### src/hdl/assert_macros.svh
// Assertion macros shared by the RTL files of the maze backtracker step block.
// Empty bodies when SYNTHESIS is defined; no other dependencies.
`ifndef ASSERT_MACROS_SVH
`define ASSERT_MACROS_SVH
`ifndef SYNTHESIS
// Same-cycle implication, disabled while reset is asserted.
`define ASSERT_IMPLY(name, ck, rn, ante, cons, msg) \
    name: assert property (@(posedge ck) disable iff (!rn) (ante) |-> (cons)) \
        else $error(msg);
// Next-cycle implication, disabled while reset is asserted.
`define ASSERT_NEXT(name, ck, rn, ante, cons, msg) \
    name: assert property (@(posedge ck) disable iff (!rn) (ante) |=> (cons)) \
        else $error(msg);
`else
`define ASSERT_IMPLY(name, ck, rn, ante, cons, msg)
`define ASSERT_NEXT(name, ck, rn, ante, cons, msg)
`endif
`endif

### src/hdl/mbs_pkg.sv
// Package for the maze backtracker step block: field widths, codes,
// controller/datapath command and status types, and small decode functions.
`timescale 1ns / 1ps

package mbs_pkg;

    localparam int GRID_SIDE_DEF = 32;
    localparam int START_W       = 10;
    localparam int PICK_W        = 8;
    localparam int CELL_FIELD_W  = 10;
    localparam int TOTAL_W       = 11;

    localparam logic [START_W-1:0] START_CELL_RST = 10'd40;

    // input op codes
    localparam logic OP_RESTART = 1'b0;
    localparam logic OP_CARVE   = 1'b1;

    // wall bits of one cell
    localparam logic [3:0] WALL_TOP    = 4'b0001;
    localparam logic [3:0] WALL_RIGHT  = 4'b0010;
    localparam logic [3:0] WALL_BOTTOM = 4'b0100;
    localparam logic [3:0] WALL_LEFT   = 4'b1000;
    localparam logic [3:0] WALLS_ALL   = 4'b1111;

    // neighbor directions in candidate order
    typedef enum logic [1:0] {
        DIR_COL_DEC = 2'd0,
        DIR_ROW_INC = 2'd1,
        DIR_COL_INC = 2'd2,
        DIR_ROW_DEC = 2'd3
    } dir_t;

    typedef enum logic [2:0] {
        CW_NONE,
        CW_CLEAR,
        CW_SEED,
        CW_HERE,
        CW_THERE
    } cell_wr_t;

    typedef enum logic [2:0] {
        RS_NONE,
        RS_HERE,
        RS_COL_DEC,
        RS_ROW_INC,
        RS_COL_INC,
        RS_ROW_DEC
    } rd_sel_t;

    typedef enum logic [3:0] {
        ST_IDLE,
        ST_R_INIT,
        ST_R_CLEAR,
        ST_R_SEED,
        ST_RD_HERE,
        ST_RD_N0,
        ST_RD_N1,
        ST_RD_N2,
        ST_RD_N3,
        ST_RD_LAST,
        ST_DECIDE,
        ST_CARVE_HERE,
        ST_CARVE_THERE,
        ST_POP_RD,
        ST_POP_LD,
        ST_FINISH
    } state_t;

    typedef struct packed {
        logic     take_item;
        logic     restart_init;
        cell_wr_t cell_wr;
        rd_sel_t  rd_sel;
        rd_sel_t  cap_sel;
        logic     decide;
        logic     pop_rd;
        logic     pop_ld;
        logic     load_out;
    } ctrl_cmd_t;

    typedef struct packed {
        logic sweep_done;
        logic div_done;
        logic done_all;
        logic has_cand;
        logic stack_nonempty;
    } dp_status_t;

    function automatic logic [3:0] here_mask(input dir_t dir);
        logic [3:0] m;
        unique case (dir)
            DIR_COL_DEC: m = WALL_LEFT;
            DIR_ROW_INC: m = WALL_BOTTOM;
            DIR_COL_INC: m = WALL_RIGHT;
            DIR_ROW_DEC: m = WALL_TOP;
        endcase
        return m;
    endfunction

    function automatic logic [3:0] there_mask(input dir_t dir);
        logic [3:0] m;
        unique case (dir)
            DIR_COL_DEC: m = WALL_RIGHT;
            DIR_ROW_INC: m = WALL_TOP;
            DIR_COL_INC: m = WALL_LEFT;
            DIR_ROW_DEC: m = WALL_BOTTOM;
        endcase
        return m;
    endfunction

    // byte mod 3: base-4 digits are each congruent to themselves mod 3
    function automatic logic [1:0] mod3_byte(input logic [PICK_W-1:0] v);
        logic [3:0] s;
        logic [2:0] t;
        s = 4'(v[1:0]) + 4'(v[3:2]) + 4'(v[5:4]) + 4'(v[7:6]);
        t = 3'(s[1:0]) + 3'(s[3:2]);
        if (t >= 3'd6)
        begin
            t = t - 3'd6;
        end
        else if (t >= 3'd3)
        begin
            t = t - 3'd3;
        end
        return t[1:0];
    endfunction

    // random value modulo candidate count (1 to 4)
    function automatic logic [1:0] pick_slot(input logic [PICK_W-1:0] r,
                                             input logic [2:0] cnt);
        logic [1:0] p;
        case (cnt)
            3'd2:    p = {1'b0, r[0]};
            3'd3:    p = mod3_byte(r);
            3'd4:    p = r[1:0];
            default: p = 2'd0;
        endcase
        return p;
    endfunction

    // direction of the slot-th set bit of the candidate mask
    function automatic dir_t nth_set(input logic [3:0] mask, input logic [1:0] slot);
        logic [1:0] seen;
        dir_t       pick;
        seen = 2'd0;
        pick = DIR_COL_DEC;
        for (int i = 0; i < 4; i++)
        begin
            if (mask[i])
            begin
                if (seen == slot)
                begin
                    pick = dir_t'(2'(i));
                end
                seen = seen + 2'd1;
            end
        end
        return pick;
    endfunction

endpackage

### src/hdl/mbs_ctrl.sv
// Controller state machine of the maze backtracker step block: sequences
// restart sweeps, neighbor reads, carve or pop, and the result transfer. Uses mbs_pkg.
`timescale 1ns / 1ps

module mbs_ctrl import mbs_pkg::*; (
    input  logic       clk,
    input  logic       rst_n,
    input  logic       in_valid,
    input  logic       in_op,
    input  logic       out_ready,
    input  dp_status_t status,
    output logic       in_ready,
    output logic       out_valid,
    output ctrl_cmd_t  cmd
);

    state_t state_reg, state_next;
    logic   report_reg, report_next;
    logic   out_valid_reg, out_valid_next;
    logic   out_free;

    assign out_free = !out_valid_reg || out_ready;

    always_ff @(posedge clk or negedge rst_n)
    begin
        if (!rst_n)
        begin
            state_reg     <= ST_R_INIT;
            report_reg    <= 1'b0;
            out_valid_reg <= 1'b0;
        end
        else
        begin
            state_reg     <= state_next;
            report_reg    <= report_next;
            out_valid_reg <= out_valid_next;
        end
    end

    // next state
    always_comb
    begin
        state_next  = state_reg;
        report_next = report_reg;
        unique case (state_reg)
            ST_IDLE:
            begin
                if (in_valid)
                begin
                    if (in_op == OP_RESTART)
                    begin
                        state_next  = ST_R_INIT;
                        report_next = 1'b1;
                    end
                    else if (status.done_all)
                    begin
                        state_next = ST_FINISH;
                    end
                    else
                    begin
                        state_next = ST_RD_HERE;
                    end
                end
            end
            ST_R_INIT:  state_next = ST_R_CLEAR;
            ST_R_CLEAR:
            begin
                if (status.sweep_done && status.div_done)
                begin
                    state_next = ST_R_SEED;
                end
            end
            ST_R_SEED:
            begin
                state_next  = report_reg ? ST_FINISH : ST_IDLE;
                report_next = 1'b0;
            end
            ST_RD_HERE: state_next = ST_RD_N0;
            ST_RD_N0:   state_next = ST_RD_N1;
            ST_RD_N1:   state_next = ST_RD_N2;
            ST_RD_N2:   state_next = ST_RD_N3;
            ST_RD_N3:   state_next = ST_RD_LAST;
            ST_RD_LAST: state_next = ST_DECIDE;
            ST_DECIDE:
            begin
                if (status.has_cand)
                begin
                    state_next = ST_CARVE_HERE;
                end
                else if (status.stack_nonempty)
                begin
                    state_next = ST_POP_RD;
                end
                else
                begin
                    state_next = ST_FINISH;
                end
            end
            ST_CARVE_HERE:  state_next = ST_CARVE_THERE;
            ST_CARVE_THERE: state_next = ST_FINISH;
            ST_POP_RD:      state_next = ST_POP_LD;
            ST_POP_LD:      state_next = ST_FINISH;
            ST_FINISH:
            begin
                if (out_free)
                begin
                    state_next = ST_IDLE;
                end
            end
        endcase
    end

    // outputs
    always_comb
    begin
        cmd          = '0;
        cmd.cell_wr  = CW_NONE;
        cmd.rd_sel   = RS_NONE;
        cmd.cap_sel  = RS_NONE;
        in_ready     = 1'b0;
        unique case (state_reg)
            ST_IDLE:
            begin
                in_ready      = 1'b1;
                cmd.take_item = in_valid;
            end
            ST_R_INIT:      cmd.restart_init = 1'b1;
            ST_R_CLEAR:     cmd.cell_wr = CW_CLEAR;
            ST_R_SEED:      cmd.cell_wr = CW_SEED;
            ST_RD_HERE:     cmd.rd_sel = RS_HERE;
            ST_RD_N0:
            begin
                cmd.rd_sel  = RS_COL_DEC;
                cmd.cap_sel = RS_HERE;
            end
            ST_RD_N1:
            begin
                cmd.rd_sel  = RS_ROW_INC;
                cmd.cap_sel = RS_COL_DEC;
            end
            ST_RD_N2:
            begin
                cmd.rd_sel  = RS_COL_INC;
                cmd.cap_sel = RS_ROW_INC;
            end
            ST_RD_N3:
            begin
                cmd.rd_sel  = RS_ROW_DEC;
                cmd.cap_sel = RS_COL_INC;
            end
            ST_RD_LAST:     cmd.cap_sel = RS_ROW_DEC;
            ST_DECIDE:      cmd.decide = 1'b1;
            ST_CARVE_HERE:  cmd.cell_wr = CW_HERE;
            ST_CARVE_THERE: cmd.cell_wr = CW_THERE;
            ST_POP_RD:      cmd.pop_rd = 1'b1;
            ST_POP_LD:      cmd.pop_ld = 1'b1;
            ST_FINISH:      cmd.load_out = out_free;
        endcase
        out_valid_next = (out_valid_reg && !out_ready) || cmd.load_out;
    end

    assign out_valid = out_valid_reg;

endmodule

### config.mk
export PLATFORM = sky130hd
export DESIGN_NAME = mbs_ctrl
export DESIGN_NICKNAME = d
export VERILOG_FILES = /design/src/hdl/assert_macros.svh /design/src/hdl/mbs_pkg.sv /design/src/hdl/mbs_ctrl.sv
export SDC_FILE = /design/constraint.sdc
export NUM_CORES = 1
export LEC_CHECK = 0
export BUFFER_PORTS_ARGS = -buffer_cell sky130_fd_sc_hd__buf_2
export CORE_UTILIZATION = 25
export CTS_CLUSTER_SIZE = 25
export DETAILED_ROUTE_END_ITERATION = 7
export HOLD_SLACK_MARGIN = 0.15
export PLACE_DENSITY = 0.51
export SLEW_MARGIN = 25
export SYNTH_ARGS = -nofsm -noshare
export SYNTH_HDL_FRONTEND = slang
export SYNTH_SLANG_ARGS = --single-unit
### constraint.sdc
create_clock -name clk -period 1.85 [get_ports clk]
set_input_delay 0.185 -clock clk [delete_from_list [all_inputs] [get_ports clk]]
set_output_delay 0.185 -clock clk [all_outputs]
set_load 0.02 [all_outputs]
==> impl_metrics.env <==
export IMPL_clock_skew_ns=0.0186
export IMPL_largest_register_ffs=4
export IMPL_fin_nets=108
export IMPL_rsz0062_at_grt="false"
export IMPL_yosysWarnings=0
export IMPL_startpoint="state_reg[2]$_DFFE_PN0P_"
export IMPL_std_cell_rows=16
export IMPL_fp_dieH_um=47.7
export IMPL_dp_hpwl_mm=1.14
export IMPL_critPathMaxFanout=4
export IMPL_dieArea_um2=2280
export IMPL_yosysTopAreaCellShare=0.239
export IMPL_initial_core_util=0.267
export IMPL_cts_root_buffer="clkbuf_4"
export IMPL_htreeDepth=1
export IMPL_clk_pin_slew_ns=0.06
export IMPL_ant_nets=0
export IMPL_place_area_um2=679
export IMPL_vias_per_cell=5.00
export IMPL_mostFrequentLayoutCells="buf_2, nor2_1, nand2_1"
export IMPL_cts_made_buffers=3
export IMPL_drt_total_wl_mm=1.50
export IMPL_synth_seq_area_share=0.289
export IMPL_finalHoldViolCount=0
export IMPL_drc=0
export IMPL_period_share=0.942
export IMPL_worstPathRequired_ns=1.66
export IMPL_core_um2=1960
export IMPL_rr_startpoint="state_reg[0]$_DFFE_PN1P_"
export IMPL_num_antenna_cells=0
export IMPL_syn2layout_area_growth_pct=37.1
export IMPL_postSynthAreaPerCell_um2=7.69
export IMPL_top_level_ports=27
export IMPL_seqCellArea_um2=153
export IMPL_grt_max_degree=16
export IMPL_p_per_area_nw_per_um2=1870
export IMPL_dp_cells=119
export IMPL_ys_seq_elements=6
export IMPL_startpoint_type="flop"
export IMPL_routedWlPerCell_um=12.1
export IMPL_multiInputGateArea_um2=333
export IMPL_antenna_found_initial=0
export IMPL_cap_violations=0
export IMPL_instances_no_fill=124
export IMPL_synthCells=68
export IMPL_portBuffers=26
export IMPL_grt_pass1_vias=536
export IMPL_layout_commonest_cell="buf_2"
export IMPL_finalPower_w=0.00134
export IMPL_finalCriticalPeriod_ns=1.74
export IMPL_grt_pass1_wl_mm=2.31
export IMPL_cts_path_max_buffers=2
export IMPL_post_cts_buffers=0
export IMPL_design_area_um2=717
export IMPL_end_kind="output port"
export IMPL_synth_area_top_cells="dfrtp_1, nor2_1, dfstp_2"
export IMPL_criticalPathCategory="flop to output port"
export IMPL_hp_class="primary input to flop"
export IMPL_clkSinkCount=6
export IMPL_die_w_um=47.7
export IMPL_syn_area_um2=523
export IMPL_report_final_slew_viol_count=0
export IMPL_irDropWorstVdd_mv=0.746
export IMPL_tns_ns=0
export IMPL_vias=620
export IMPL_worstSkewPairLatency_ns=0.25
export IMPL_holdWs_ns=0.242
export IMPL_outcome="completed"
export IMPL_hp_start="in_valid"
export IMPL_tightest_slew_ns=0.291
export IMPL_max_slew_margin=0.806
export IMPL_cts_tree="done"
export IMPL_setup_viol=0
export IMPL_max_freq_mhz=574
export IMPL_gp_congestion=0.803
export IMPL_p_leak_nw=0.369
export IMPL_firstDrtPassIters=4
export IMPL_yosysTopAreaCell="dfrtp_1"
export IMPL_drtIter0Drc=14
export IMPL_grt_ovfl_total=0
export IMPL_syn_nets=78
export IMPL_fillers=235
export IMPL_drive_gt1_frac=0.361
export IMPL_synth_cell_types=31
export IMPL_crit_arrival_ns=1.56
export IMPL_track_usage=0.147
[per-stage QoR]
step / utilization / setup slack, ns
floorplan: - / 0.348
global placement: 0.346 / 0.362
detailed placement: 0.346 / 0.336
CTS: 0.365 / 0.0574
global route: 0.365 / 0.0288
finish: 0.365 / 0.108
[per-layer routing]
layer  share of wire  routed length [µm]  track usage  vias to the layer above
met2            0.49                 730        0.243                       18
met4           0.013                  19       0.0500                        0
met1            0.45                 668        0.184                      289
met3           0.054                  81       0.0377                        2
met5               0                   0            0                        -
li1                -                   -            -                      311
[synth_stat cells]
cell / instances
clkinv_2: 1
buf_2: 3
or4_4: 1
dfstp_2: 1
a41oi_1: 2
o22ai_1: 2
xor2_1: 1
nor2b_1: 1
nand2_1: 7
and4_1: 1
and2_1: 1
dfrtp_1: 5
nor2_1: 11
nor4bb_1: 1
nand2b_1: 4
o21ai_0: 1
buf_4: 1
o2bb2ai_1: 1
nand4_1: 1
a31oi_1: 2
inv_1: 3
a2111o_1: 1
o21a_1: 1
o31ai_1: 1
o211a_1: 2
or4bb_1: 1
or2b_1: 1
a211o_1: 2
a32oi_1: 1
nor3_1: 4
a21oi_1: 3
[power breakdown]
group	internal [W]	leakage, nW	switching [W]
Sequential	0.000209	0.0672	0.000103
Clock	0.0000819	0.0150	0.0000517
Combinational	0.000346	0.286	0.000552
[repair_timing]
item	in CTS	in global routing
endpoints found under the hold margin	6	0
endpoints found under the setup margin	0	1
gates resized for setup	0	1
hold buffers	1	0
[kinds of logic (layout without fill, tap and decap cells)]
family,after synthesis,after routing,synth area share
simple gates,34,34,0.345
xor+xnor,1,1,0.0167
buf+inv,8,37,0.0741
compound gates,19,19,0.275
flops,6,6,0.289
[area by class of cell]
class,instances,share of cell area
Tap cell,27,0.0471
Sequential cell,6,0.213
Multi-Input combinational cell,54,0.464
Inverter,4,0.0227
Clock buffer,4,0.0366
Timing Repair Buffer,29,0.216
[path summary, 6_finish.rpt]
path / end / slack (ns) / cells past startpoint
worst max-delay path: cmd[14] / 0.11 / 4
worst max register to register: state_reg[1]$_DFFE_PN0P_ / 0.34 / 3
worst min register to register: report_reg$_DFFE_PN0P_ / 0.60 / 1
max in group asynchronous: state_reg[0]$_DFFE_PN1P_ / 1.31 / 2
min in group asynchronous: out_valid$_DFF_PN0_ / 0.30 / 2
worst min-delay path: state_reg[1]$_DFFE_PN0P_ / 0.24 / 3
[critical path, cell delays in order, from the launching register on]
cell and delay, ns:
dfrtp_1 0.39, or4_4 0.57, clkinv_2 0.08, and2_1 0.11
buf_2 0.15
Note: power is estimated with default switching activity, not from simulation.
